`config.mk`:
```
export PLATFORM = sky130hd
export DESIGN_NAME = telemetry_frame_deframer
export DESIGN_NICKNAME = d
export VERILOG_FILES = /design/src/hdl/tfd_pkg.sv /design/src/hdl/telemetry_frame_deframer.sv /design/src/hdl/tfd_front.sv /design/src/hdl/tfd_queue.sv /design/src/hdl/tfd_back.sv
export SDC_FILE = /design/constraint.sdc
export NUM_CORES = 1
export LEC_CHECK = 0
export ABC_CLOCK_PERIOD_IN_PS = 6200
export BUFFER_PORTS_ARGS = -buffer_cell sky130_fd_sc_hd__buf_4
export CAP_MARGIN = 20
export CORE_AREA = 3 3 105 132
export DETAILED_ROUTE_END_ITERATION = 10
export DIE_AREA = 0 0 108 135
export PLACE_DENSITY = 0.84
export SYNTH_ARGS = -nofsm -noshare
export SYNTH_HDL_FRONTEND = slang
export SYNTH_HIERARCHICAL = 1
export SYNTH_SLANG_ARGS = --single-unit
export TNS_END_PERCENT = 5
```
`constraint.sdc`:
```
create_clock -name aclk -period 6.2 [get_ports aclk]
set_input_delay 1.24 -clock aclk [delete_from_list [all_inputs] [get_ports aclk]]
set_output_delay 1.24 -clock aclk [all_outputs]
set_load 0.03 [all_outputs]
```
`src/hdl/tfd_pkg.sv`:
```
// shared types and constants for the telemetry frame deframer
// no dependencies; imported by every module of the block
package tfd_pkg;

    localparam int unsigned BYTE_W = 8;

    // frame byte positions
    localparam logic [3:0] POS_HDR_FIRST   = 4'd0;
    localparam logic [3:0] POS_HDR_SECOND  = 4'd1;
    localparam logic [3:0] POS_CRC_FIRST   = 4'd2;
    localparam logic [3:0] POS_FIELD_FIRST = 4'd5;
    localparam logic [3:0] POS_CRC_LAST    = 4'd12;
    localparam logic [3:0] POS_FRAME_LAST  = 4'd13;

    localparam logic [7:0] CRC_POLY = 8'h07;
    localparam logic [7:0] CRC_MSB  = 8'h80;

    localparam logic [7:0] SYNC_FIRST_RST  = 8'hAA;
    localparam logic [7:0] SYNC_SECOND_RST = 8'h55;

    typedef enum logic [0:0] {
        CFG_SYNC_FIRST  = 1'b0,
        CFG_SYNC_SECOND = 1'b1
    } cfg_idx_t;

    typedef enum logic [0:0] {
        OP_DATA  = 1'b0,
        OP_CHECK = 1'b1
    } op_t;

    typedef struct packed {
        op_t        op;
        logic [3:0] pos;
        logic [7:0] data;
    } q_entry_t;

endpackage

```
`src/hdl/telemetry_frame_deframer.sv`:
```
// top level of the telemetry frame deframer
// depends on tfd_pkg, tfd_front, tfd_queue and tfd_back
//
// Takes one received word per cycle (s_rx_byte, or an idle break that aborts
// a partial frame), hunts for the two sync bytes held in registers 0 and 1 and
// delivers one telemetry result per 14-byte frame, with frame_status 1 when the
// crc-8 (poly 0x07, init 0) over bytes 2..12 does not match byte 13. Input words
// are taken back to back at one per cycle while s_ready is high; the front end
// keeps the byte count, a QUEUE_DEPTH-word queue carries frame body and frame
// end words to the back end, which runs the crc one byte per cycle. A frame's
// last byte goes through the queue, and its result then sits in an output
// register. Only a frame end word can wait in the back end, and only while the
// previous result is still held by m_ready low; meanwhile the queue fills with
// the body words that follow and s_ready drops until the result is taken.
module telemetry_frame_deframer
    import tfd_pkg::*;
#(
    parameter int unsigned QUEUE_DEPTH = 2
) (
    input  logic        aclk,
    input  logic        aresetn,
    input  logic        cfg_wr_en,
    input  logic [0:0]  cfg_addr,
    input  logic [7:0]  cfg_wdata,
    input  logic        s_valid,
    output logic        s_ready,
    input  logic [7:0]  s_rx_byte,
    input  logic        s_idle_break,
    output logic        m_valid,
    input  logic        m_ready,
    output logic        m_frame_status,
    output logic [7:0]  m_sequence_number,
    output logic [7:0]  m_motor_state,
    output logic [7:0]  m_commanded_duty,
    output logic [7:0]  m_target_duty_value,
    output logic [7:0]  m_present_duty,
    output logic [7:0]  m_emergency_stop,
    output logic [15:0] m_adc_reading
);

    logic     push_valid, q_full, pop_valid, pop_ready;
    q_entry_t push_entry, pop_entry;

    tfd_front u_front (
        .aclk         (aclk),
        .aresetn      (aresetn),
        .cfg_wr_en    (cfg_wr_en),
        .cfg_addr     (cfg_addr),
        .cfg_wdata    (cfg_wdata),
        .s_valid      (s_valid),
        .s_ready      (s_ready),
        .s_rx_byte    (s_rx_byte),
        .s_idle_break (s_idle_break),
        .push_valid   (push_valid),
        .push_entry   (push_entry),
        .q_full       (q_full)
    );

    tfd_queue #(
        .DEPTH (QUEUE_DEPTH)
    ) u_queue (
        .aclk       (aclk),
        .aresetn    (aresetn),
        .push_valid (push_valid),
        .push_entry (push_entry),
        .full       (q_full),
        .pop_valid  (pop_valid),
        .pop_entry  (pop_entry),
        .pop_ready  (pop_ready)
    );

    tfd_back u_back (
        .aclk                (aclk),
        .aresetn             (aresetn),
        .in_valid            (pop_valid),
        .in_entry            (pop_entry),
        .in_ready            (pop_ready),
        .m_valid             (m_valid),
        .m_ready             (m_ready),
        .m_frame_status      (m_frame_status),
        .m_sequence_number   (m_sequence_number),
        .m_motor_state       (m_motor_state),
        .m_commanded_duty    (m_commanded_duty),
        .m_target_duty_value (m_target_duty_value),
        .m_present_duty      (m_present_duty),
        .m_emergency_stop    (m_emergency_stop),
        .m_adc_reading       (m_adc_reading)
    );

endmodule

```
`src/hdl/tfd_front.sv`:
```
// front end: sync register file, header hunt and byte position counter
// depends on tfd_pkg; pushes frame body and frame end words into the queue
module tfd_front
    import tfd_pkg::*;
(
    input  logic           aclk,
    input  logic           aresetn,
    input  logic           cfg_wr_en,
    input  logic [0:0]     cfg_addr,
    input  logic [7:0]     cfg_wdata,
    input  logic           s_valid,
    output logic           s_ready,
    input  logic [7:0]     s_rx_byte,
    input  logic           s_idle_break,
    output logic           push_valid,
    output q_entry_t       push_entry,
    input  logic           q_full
);

    logic [7:0] sync_first_reg, sync_second_reg;
    logic [3:0] pos_reg, pos_next;
    logic       accept;

    assign s_ready = !q_full;
    assign accept  = s_valid && s_ready;

    always_ff @(posedge aclk) begin
        if (!aresetn) begin
            sync_first_reg  <= SYNC_FIRST_RST;
            sync_second_reg <= SYNC_SECOND_RST;
        end else if (cfg_wr_en) begin
            case (cfg_idx_t'(cfg_addr))
                CFG_SYNC_FIRST:  sync_first_reg  <= cfg_wdata;
                CFG_SYNC_SECOND: sync_second_reg <= cfg_wdata;
                default: ;
            endcase
        end
    end

    always_comb begin
        pos_next   = pos_reg;
        push_valid = 1'b0;
        push_entry.op   = OP_DATA;
        push_entry.pos  = pos_reg;
        push_entry.data = s_rx_byte;
        if (accept) begin
            if (s_idle_break) begin
                pos_next = POS_HDR_FIRST;
            end else begin
                case (pos_reg) inside
                    POS_HDR_FIRST: begin
                        if (s_rx_byte == sync_first_reg) pos_next = POS_HDR_SECOND;
                    end
                    POS_HDR_SECOND: begin
                        if (s_rx_byte == sync_second_reg) begin
                            pos_next = POS_CRC_FIRST;
                        end else if (s_rx_byte == sync_first_reg) begin
                            pos_next = POS_HDR_SECOND;
                        end else begin
                            pos_next = POS_HDR_FIRST;
                        end
                    end
                    [POS_CRC_FIRST:POS_CRC_LAST]: begin
                        push_valid = 1'b1;
                        pos_next   = pos_reg + 4'd1;
                    end
                    POS_FRAME_LAST: begin
                        push_valid    = 1'b1;
                        push_entry.op = OP_CHECK;
                        pos_next      = POS_HDR_FIRST;
                    end
                    default: pos_next = POS_HDR_FIRST;
                endcase
            end
        end
    end

    always_ff @(posedge aclk) begin
        if (!aresetn) begin
            pos_reg <= POS_HDR_FIRST;
        end else begin
            pos_reg <= pos_next;
        end
    end

endmodule

```
`src/hdl/tfd_queue.sv`:
```
// small word queue between front end and back end
// depends on tfd_pkg for the entry type
module tfd_queue
    import tfd_pkg::*;
#(
    parameter int unsigned DEPTH = 2
) (
    input  logic     aclk,
    input  logic     aresetn,
    input  logic     push_valid,
    input  q_entry_t push_entry,
    output logic     full,
    output logic     pop_valid,
    output q_entry_t pop_entry,
    input  logic     pop_ready
);

    localparam int unsigned PTR_W = (DEPTH > 1) ? $clog2(DEPTH) : 1;
    localparam int unsigned CNT_W = $clog2(DEPTH + 1);

    q_entry_t             mem_reg [DEPTH];
    logic [PTR_W-1:0]     wr_ptr_reg, rd_ptr_reg;
    logic [CNT_W-1:0]     cnt_reg, cnt_next;
    logic                 do_push, do_pop;

    assign full      = (cnt_reg == CNT_W'(DEPTH));
    assign pop_valid = (cnt_reg != '0);
    assign pop_entry = mem_reg[rd_ptr_reg];
    assign do_push   = push_valid && !full;
    assign do_pop    = pop_valid && pop_ready;

    always_comb begin
        cnt_next = cnt_reg;
        if (do_push && !do_pop) cnt_next = cnt_reg + CNT_W'(1);
        if (!do_push && do_pop) cnt_next = cnt_reg - CNT_W'(1);
    end

    always_ff @(posedge aclk) begin
        if (do_push) mem_reg[wr_ptr_reg] <= push_entry;
    end

    always_ff @(posedge aclk) begin
        if (!aresetn) begin
            wr_ptr_reg <= '0;
            rd_ptr_reg <= '0;
            cnt_reg    <= '0;
        end else begin
            cnt_reg <= cnt_next;
            if (do_push) begin
                wr_ptr_reg <= (wr_ptr_reg == PTR_W'(DEPTH - 1)) ? '0 : wr_ptr_reg + PTR_W'(1);
            end
            if (do_pop) begin
                rd_ptr_reg <= (rd_ptr_reg == PTR_W'(DEPTH - 1)) ? '0 : rd_ptr_reg + PTR_W'(1);
            end
        end
    end

    a_cnt_bound: assert property (@(posedge aclk) disable iff (!aresetn)
        cnt_reg <= CNT_W'(DEPTH))
        else $error("queue count above depth");

    a_push_full: assert property (@(posedge aclk) disable iff (!aresetn)
        !(push_valid && full))
        else $error("word pushed into full queue");

    a_cnt_track: assert property (@(posedge aclk) disable iff (!aresetn)
        (do_push && !do_pop) |=> (cnt_reg == $past(cnt_reg) + CNT_W'(1)))
        else $error("queue count lost a push");

    a_ptr_sync: assert property (@(posedge aclk) disable iff (!aresetn)
        (cnt_reg == '0) |-> (wr_ptr_reg == rd_ptr_reg))
        else $error("empty queue with pointers apart");

endmodule

```
`src/hdl/tfd_back.sv`:
```
// back end: crc-8 over the frame body, field capture and result register
// depends on tfd_pkg; takes words from tfd_queue
module tfd_back
    import tfd_pkg::*;
(
    input  logic        aclk,
    input  logic        aresetn,
    input  logic        in_valid,
    input  q_entry_t    in_entry,
    output logic        in_ready,
    output logic        m_valid,
    input  logic        m_ready,
    output logic        m_frame_status,
    output logic [7:0]  m_sequence_number,
    output logic [7:0]  m_motor_state,
    output logic [7:0]  m_commanded_duty,
    output logic [7:0]  m_target_duty_value,
    output logic [7:0]  m_present_duty,
    output logic [7:0]  m_emergency_stop,
    output logic [15:0] m_adc_reading
);

    function automatic logic [7:0] crc_step(input logic [7:0] crc, input logic [7:0] b);
        logic [7:0] c;
        c = crc ^ b;
        for (int k = 0; k < 8; k++) begin
            c = ((c & CRC_MSB) != '0) ? ((c << 1) ^ CRC_POLY) : (c << 1);
        end
        return c;
    endfunction

    logic [7:0] crc_reg, crc_base;
    logic [7:0] fld_reg [8];
    logic       m_valid_reg;
    logic       out_free, take, is_check;
    logic       status_reg;
    logic [7:0] seq_reg, mstate_reg, cmd_reg, tgt_reg, cur_reg, estop_reg;
    logic [15:0] adc_reg;
    logic [2:0] fld_idx;

    assign is_check = (in_entry.op == OP_CHECK);
    assign out_free = !m_valid_reg || m_ready;
    // body words never wait on the result register
    assign in_ready = !is_check || out_free;
    assign take     = in_valid && in_ready;
    assign crc_base = (in_entry.pos == POS_CRC_FIRST) ? '0 : crc_reg;
    assign fld_idx  = 3'(in_entry.pos - POS_FIELD_FIRST);

    always_ff @(posedge aclk) begin
        if (take && !is_check) begin
            crc_reg <= crc_step(crc_base, in_entry.data);
            if (in_entry.pos >= POS_FIELD_FIRST) fld_reg[fld_idx] <= in_entry.data;
        end
    end

    always_ff @(posedge aclk) begin
        if (take && is_check) begin
            status_reg <= (crc_reg != in_entry.data);
            seq_reg    <= fld_reg[0];
            mstate_reg <= fld_reg[1];
            cmd_reg    <= fld_reg[2];
            tgt_reg    <= fld_reg[3];
            cur_reg    <= fld_reg[4];
            estop_reg  <= fld_reg[5];
            adc_reg    <= {fld_reg[7], fld_reg[6]};
        end
    end

    always_ff @(posedge aclk) begin
        if (!aresetn) begin
            m_valid_reg <= 1'b0;
        end else if (take && is_check) begin
            m_valid_reg <= 1'b1;
        end else if (m_ready) begin
            m_valid_reg <= 1'b0;
        end
    end

    assign m_valid             = m_valid_reg;
    assign m_frame_status      = status_reg;
    assign m_sequence_number   = seq_reg;
    assign m_motor_state       = mstate_reg;
    assign m_commanded_duty    = cmd_reg;
    assign m_target_duty_value = tgt_reg;
    assign m_present_duty      = cur_reg;
    assign m_emergency_stop    = estop_reg;
    assign m_adc_reading       = adc_reg;

    a_no_overwrite: assert property (@(posedge aclk) disable iff (!aresetn)
        (m_valid_reg && !m_ready) |-> !(take && is_check))
        else $error("frame result overwrote a pending result");

    a_body_flows: assert property (@(posedge aclk) disable iff (!aresetn)
        (in_valid && !is_check) |-> in_ready)
        else $error("body word stalled");

    a_result_follows: assert property (@(posedge aclk) disable iff (!aresetn)
        (take && is_check) |=> m_valid_reg)
        else $error("frame end word produced no result");

endmodule
```
# Yosys cells after proc, flatten, opt, wreduce, memory -nomap -nowiden
# Memories as Yosys holds them, arrays and structs flattened. A register that Yosys moved wholly into a read port is not among the register bits.
# Index checks and enable logic that the tools add are counted.
# word_totals
reg_bits	34
mem_bits_rw	90
input_bits	23
out_inout_bits	67
word_cells	101
mem_count	2
# memory_table
name	words	width	rd	rd_clocked_by_memory_dff	wr	line	rtl
u_back.fld_reg	8	8	8	8	1	tfd_back.sv:33	logic [7:0] fld_reg [8];
u_queue.mem_reg	2	13	1	1	1	tfd_queue.sv:21	q_entry_t mem_reg [DEPTH];
# classes
add_sub_neg	6
order_cmp	3
n_eq_ne	8
n_mux	40
bitwise_logic	10
n_reduce_logical	22
# op_table
cell	count
$mux W3	8
$mux W4	6
$not A3 Y3	8
$mux W1	23
$eq A8 B8 Y1	2
$logic_and A1 B1 Y1	8
$mux W8	1
$ne A8 B8 Y1	1
$xor A8 B8 Y8	1
$reduce_and A2 Y1	3
$reduce_bool A2 Y1	3
$logic_not A1 Y1	5
$add A4 B1 Y4 const B	1
$eq A4 B1 Y1 const B	1
$eq A4 B2 Y1 const B	1
$eq A4 B4 Y1 const B	1
$ge A4 B2 Y1 const B	1
$ge A4 B3 Y1 const B	1
$le A4 B4 Y1 const B	1
$logic_not A4 Y1	1
$mux W2	2
$ne A3 B3 Y1 const B	1
$sub A3 B3 Y3 const B	1
$add A1 B1 Y1 const B	2
other kinds (5)	6

# Logic depth before layout (Yosys ltp)
# Gate-level depths: netlist (run 1).
# depth
ltp_word	19
mapped_depth	11
mapped_depth_nobuf	11

# Modules after synthesis
# The synthesis (run 1) kept the hierarchy.
# by_module_without_submodules
mod	instances	cells_each	area_per_inst_um2	seq_area_each_um2
tfd_back	1	216	4735.8	4134.0
tfd_front	1	156	1229.9	400.4
tfd_queue	1	66	1171.1	880.8

# Worst setup path after synthesis (run 1)
# No wires, ideal clock.
# synth_path
path_type	input to register
start	input port m_ready
end	register u_back.adc_reg[0], in the netlist u_back/m_adc_reading[0] (read register of u_back.fld_reg) (enable)
setup_ns	0.496
t_arrival_ns	4.255
required_time_ns	5.704
slack_ns	1.449
path_stages	2
path_buffers	0
cell_sequence	nand3b_1 > nor2b_1
# synth_between
elab_chain_len	4
# synth_rtl
element	line	rtl
from (decl)	telemetry_frame_deframer.sv:30	input logic m_ready,
$logic_or A1 B1 Y1	tfd_back.sv:42	assign out_free = !m_valid_reg || m_ready;
$logic_or A1 B1 Y1	tfd_back.sv:44	assign in_ready = !is_check || out_free;
$logic_and A1 B1 Y1	tfd_back.sv:45	assign take = in_valid && in_ready;
$logic_and A1 B1 Y1	tfd_back.sv:57	if (take && is_check) begin
to (decl)	tfd_back.sv:38	logic [15:0] adc_reg;
# Every way passes these cells.
# A chain may end at the register's enable or synchronous reset.

==> results of run 1 <==
==> cell type report <==
class,count,area share [%]
sequential,189,63.52
timing repair buffer,91,8.013
clock buffer,18,5.034
clock inverter,14,1.937
multi-input combinational,222,18.55
inverter,11,0.4843
tap,168,2.466
==> report_power, final <==
group          leakage (nW)  total, mW  internal, mW  switching, mW
logic                  1.06      0.403         0.148          0.255
registers              1.68       1.50          1.47         0.0318
clock network         0.291       1.07         0.579          0.487
total                  3.04       2.97          2.20          0.773
==> cells in the final DEF, fill, tap and decap left out, types with 2 or more instances in the layout <==
cell type    n
ha_1         7
nand2_2      2
a21oi_1      4
nand3_1     11
nand4_1      2
and2b_2      2
a21boi_1     3
edfxtp_1   163
o21a_1       2
xor2_1      23
clkbuf_16   17
or3_1        2
a21boi_0     9
nor2_1       8
nand3b_1     2
o21ai_0      6
inv_6        2
nand2_1     52
inv_1       10
nand2b_1     3
dfxtp_1     26
mux2_2      13
buf_4       90
or3b_1       2
clkinv_4     2
nor3_1       4
inv_8        7
nor2b_1      7
and2_1       2
xor2_2       3
nor4_1       4
xnor2_1     29
==> critical path: cells and delay by family, from the launching register on <==
| family | cells | cell delay [ns] |
|---|---|---|
| DFF | 1 | 0.64 |
| muxes | 1 | 0.42 |
| and+or+nand+nor | 4 | 1.82 |
==> layer usage <==
layer	track usage [%]	up-vias	part of all wire, %
li1	-	1769	-
met1	19.55	1764	40
met3	4.543	14	4.8
met5	0	-	0
met2	31.22	123	54
met4	6.105	0	1.1
==> worst paths after layout <==
| path | start | endpoint | slack [ns] | cells past startpoint |
|---|---|---|---|---|
| worst max-delay path | register | u_back/fld_reg[3][6] | 2.95 | 5 |
| worst min-delay path | u_back/fld_reg[0][4] | u_back/m_sequence_number[4] | 0.41 | 0 |
| worst max register to register | register | u_back/fld_reg[3][6] | 2.95 | 5 |
| worst min register to register | u_back/fld_reg[0][4] | u_back/m_sequence_number[4] | 0.41 | 0 |
==> logic make-up (layout without fill, tap and decap cells) <==
family                     after synthesis  after routing  share of synthesized area, %
muxes                                   13             13                         2.051
and+or+nand+nor                        111            111                         7.767
buffers and inverters                   27            134                         2.069
xor gates and xnor gates                56             56                         7.451
adders and majority gates                7              7                         1.227
DFF                                    189            189                         75.88
AOI/OAI and AO/OA                       35             35                         3.559
==> metrics, run 1 <==
Longest Clk Path Bufs=2; fin worst setup slack=2.947 ns; maximum clock frequency=307.5 MHz; WP data required=around 6.2 ns; core area=roughly 13000 sq um; fin util=67.03%; postcts setup bufs=0; Clock Skew=0.01060 ns; Pleak=3.035 nW; Crit Path Category=register to register; PD cells=348.7 nW/um^2; ys flop type=edfxtp_1; layout cells sized above 1=27.52%; synthesized cell area=7137 sq um; Tcrit/Tclk final=52.46%; vias=3670; hold_ws=0.4140 ns; clk root buf=clkbuf_16; Setup TNS=0 ns; Area growth syn-to-layout=19.46%; Hold Buf Count CTS=0; Syn Inst Count=438; Final Hold Viols=0; FILL cells=868; setup violators final=0; most frequent CP cell=nor2b_1; most frequent cell after synthesis=edfxtp_1; RSZ-0062 raised after global routing=false; Hold Path Class=register to register; placed insts=680; Die X=around 110 um; initial detailed-routing violation count=174; Seq/Total Area, Yosys=approximately three quarters; Routed Antenna Nets=0; Final Cell Area=approximately 8500 sq um; vias in the first global route=roughly 3600; final slew viol count=0; antenna violations before repair=0; initial core utilization=roughly 56%; ranking of synthesized cells by area=edfxtp_1 (69%), dfxtp_1 (7.3%), xnor2_1 (3.6%), xor2_1 (2.8%), nand2_1 (2.7%); Clk pin slew, worst setup/hold paths=0.07 ns; post-cts sizing count=0; DRC=0; grt ovf=0; Post-synth top cells=edfxtp_1 (163), nand2_1 (52), xnor2_1 (29), dfxtp_1 (26), xor2_1 (23); Slew @ Worst Pin=approximately 1.0 ns; CP max stage delay=0.85 ns; CP Launch Type=register; vias per inst=5.147; DR WL/cell=around 17 um; row cnt=46; register area=5415 sq um; die boundary height=135 um; run status=finished clean; Syn Area/Cell=16.29 sq um; die area=14580 sq um; Synth async-reset ratio=0%; n_diodes=0; Port Buf Inserts=89; Nets=562; crit-path max FO=13; total power=2.973 mW; Ports=90; first-pass GRT wire length=18550 um; Post-synth EDFFs=between 150 and 200; RePlAce Congestion=~0.85; Largest register FFs=64; cell at the slowest stage of the critical path=nor3_1; HPWL Detailed=7934 um; cell accounting for the most synthesized area=edfxtp_1; placed inst area=7924 sq um; post-route insts no fill=713; gr usage total=17.25%; Max IR drop VDD=263.3 uV; CP Capture Type=register; H-tree levels=4; Yosys top cell area share=slightly below 70%; Arr. time, crit path=around 3.3 ns; warnings from Yosys=6; #FFs+latches synth=189; total CTS buffers=17; Yosys cell types=51; crit-path cells=mux2_2 > nor2b_1 > nor2b_1 > nand2_1 > nor3_1; Multi-input gate area=1582 sq um; relative max-transition margin=30.34%; largest net degree at the start of global routing=66; sum of routed wire length over all layers=11980 um; Clock Sinks=189; post-layout min period=~3.3 ns; Clock Latency Late Sink=between 0.4 and 0.5 ns; post-synth net total=between 400 and 500; CTS tree=built; worst slack, placed=2.805 ns; max-cap viol count=0; 1st-pass router iterations=5
Note: power is estimated with default switching activity, not from simulation.
==> run 2: changes to the inputs <==
--- a/config.mk
+++ b/config.mk
@@ -5,13 +5,13 @@
 export SDC_FILE = /design/constraint.sdc
 export NUM_CORES = 1
 export LEC_CHECK = 0
-export ABC_CLOCK_PERIOD_IN_PS = 6200
+export ABC_CLOCK_PERIOD_IN_PS = 2900
 export BUFFER_PORTS_ARGS = -buffer_cell sky130_fd_sc_hd__buf_4
 export CAP_MARGIN = 20
-export CORE_AREA = 3 3 105 132
+export CORE_AREA = 3 3 109 137
 export DETAILED_ROUTE_END_ITERATION = 10
-export DIE_AREA = 0 0 108 135
-export PLACE_DENSITY = 0.84
+export DIE_AREA = 0 0 112 140
+export PLACE_DENSITY = 0.82
 export SYNTH_ARGS = -nofsm -noshare
 export SYNTH_HDL_FRONTEND = slang
 export SYNTH_HIERARCHICAL = 1
==> constraint.sdc (replaced) <==
create_clock -name aclk -period 2.9 [get_ports aclk]
set_input_delay 0.58 -clock aclk [delete_from_list [all_inputs] [get_ports aclk]]
set_output_delay 0.58 -clock aclk [all_outputs]
set_load 0.03 [all_outputs]
==> metrics, run 2 (synthesis gave the netlist of run 1 again) <==
Nets=570 (+1.4%); Arr. time, crit path=2.82 ns (-0.47 ns); post-route insts no fill=728 (+2.1%); antenna violations before repair=0 (unchanged); run status=finished clean; largest net degree at the start of global routing=66 (unchanged); Tcrit/Tclk final=93.63% (+41 points); HPWL Detailed=8425 um (+6.2%); relative max-transition margin=54.76% (+24 points); post-cts sizing count=0 (unchanged); vias=3751 (+2.2%); Hold Buf Count CTS=0 (unchanged); postcts setup bufs=0 (unchanged); DR WL/cell=16.59 um (-1.3%); max-cap viol count=0 (unchanged); Clk pin slew, worst setup/hold paths=0.07 ns (about the same); Routed Antenna Nets=0 (unchanged); total CTS buffers=17 (unchanged); Crit Path Category=register to register; DRC=0 (unchanged); crit-path max FO=13 (unchanged); layout cells sized above 1=28.75% (+1.2 points); CP Launch Type=register; maximum clock frequency=368.3 MHz (+20%); row cnt=48 (+4.3%); RePlAce Congestion=0.8500 (+0.53%); post-layout min period=2.715 ns (-0.5374 ns); die boundary height=140 um (+3.7%); final slew viol count=0 (unchanged); WP data required=3.00 ns (-3.24 ns); core area=13750 sq um (+8.1%); H-tree levels=4 (unchanged); Port Buf Inserts=89 (unchanged); R2R cell count=8 (+3); fin util=62.62% (-4.4 points); PD cells=734.4 nW/um^2 (+110%); CTS tree=built; placed insts=696 (+2.4%); Slew @ Worst Pin=0.6760 ns (-0.3609 ns); 1st-pass router iterations=5 (unchanged); Final Hold Viols=0 (unchanged); Area growth syn-to-layout=20.67%; fin worst setup slack=0.1848 ns (-2.763 ns); sum of routed wire length over all layers=12080 um (+0.82%); Longest Clk Path Bufs=2 (unchanged); Hold Path Class=primary input to register; Ports=90 (unchanged); vias per inst=5.152 (+0.10%); Die X=112 um (+3.7%); Pleak=3.069 nW (+1.1%); Max IR drop VDD=585.2 uV (+120%); Clock Skew=0.007430 ns (-0.003172 ns); vias in the first global route=3897 (+8.6%); setup violators final=0 (unchanged); hold depth=1 (+1); Setup TNS=0 ns (unchanged); commonest non-fill, non-tap cell in the layout=edfxtp_1; clk root buf=clkbuf_16; Largest register FFs=64 (unchanged); CP Capture Type=register; initial core utilization=51.89% (-4.2 points); gr usage total=16.18% (-1.1 points); grt ovf=0 (unchanged); first-pass GRT wire length=19730 um (+6.4%); Clock Sinks=189 (unchanged); n_diodes=0 (unchanged); worst slack, placed=0.1114 ns (-2.694 ns); die area=15680 sq um (+7.5%); initial detailed-routing violation count=155 (-11%); most frequent cells in the layout=edfxtp_1 (163), buf_4 (98), nand2_1 (52); RSZ-0062 raised after global routing=false; Clock Latency Late Sink=0.42 ns (about the same)
## run 2: stage by stage
step	hold slack (ns)	cell area, sq um	total power, mW
floorplan	0.4003	7144	3.853
global placement	0.4027	8013	4.121
detailed placement	0.4045	8013	4.154
CTS	0.3614	8608	6.384
global route	0.3635	8612	6.577
finish	0.3765	8612	6.324
## run 2: worst paths after layout
path | to | start | slack, ns
setup / recovery | u_queue/mem_reg[0][4] | u_front/pos_reg[1] | 0.18
hold / removal | u_queue/mem_reg[0][1] | s_rx_byte[1] | 0.38
setup reg to reg | u_queue/mem_reg[0][4] | u_front/pos_reg[1] | 0.18
hold reg to reg | u_back/m_motor_state[1] | u_back/fld_reg[1][1] | 0.41
## run 2: metal layers
| metal | global-route usage [%] | part of all wire [%] | up-vias |
|---|---|---|---|
| met4 | 7.089 | 2.3 | 0 |
| li1 | - | - | 1791 |
| met2 | 27.61 | 51 | 150 |
| met1 | 19.32 | 40 | 1787 |
| met5 | 0 | 0 | - |
| met3 | 4.365 | 6.6 | 23 |
## run 2: critical path, stage by stage, from the launching register on
cell and delay [ns]:
dfxtp_1 0.39, inv_1 0.16, ha_1 0.27, and2b_2 0.28
a311o_1 0.36, a21oi_1 0.21, inv_1 0.07, or3_1 0.41
clkinvlp_4 0.25
## run 2: report_power, final
group	total, mW	internal [mW]	switching, mW
Combinational	0.884	0.330	0.554
Clock	2.24	1.16	1.08
Sequential	3.20	3.15	0.0553
Total	6.32	4.64	1.68
## run 2: final cells by class
type                    count  area [sq um]
well taps                 175         219.0
repair buffers             99         755.7
clock buffers              17         425.4
clock inverters            15         170.2
fillers                   950          5141
multi-input cells         222          1582
inverters                  11         45.04
flip-flops and latches    189          5415
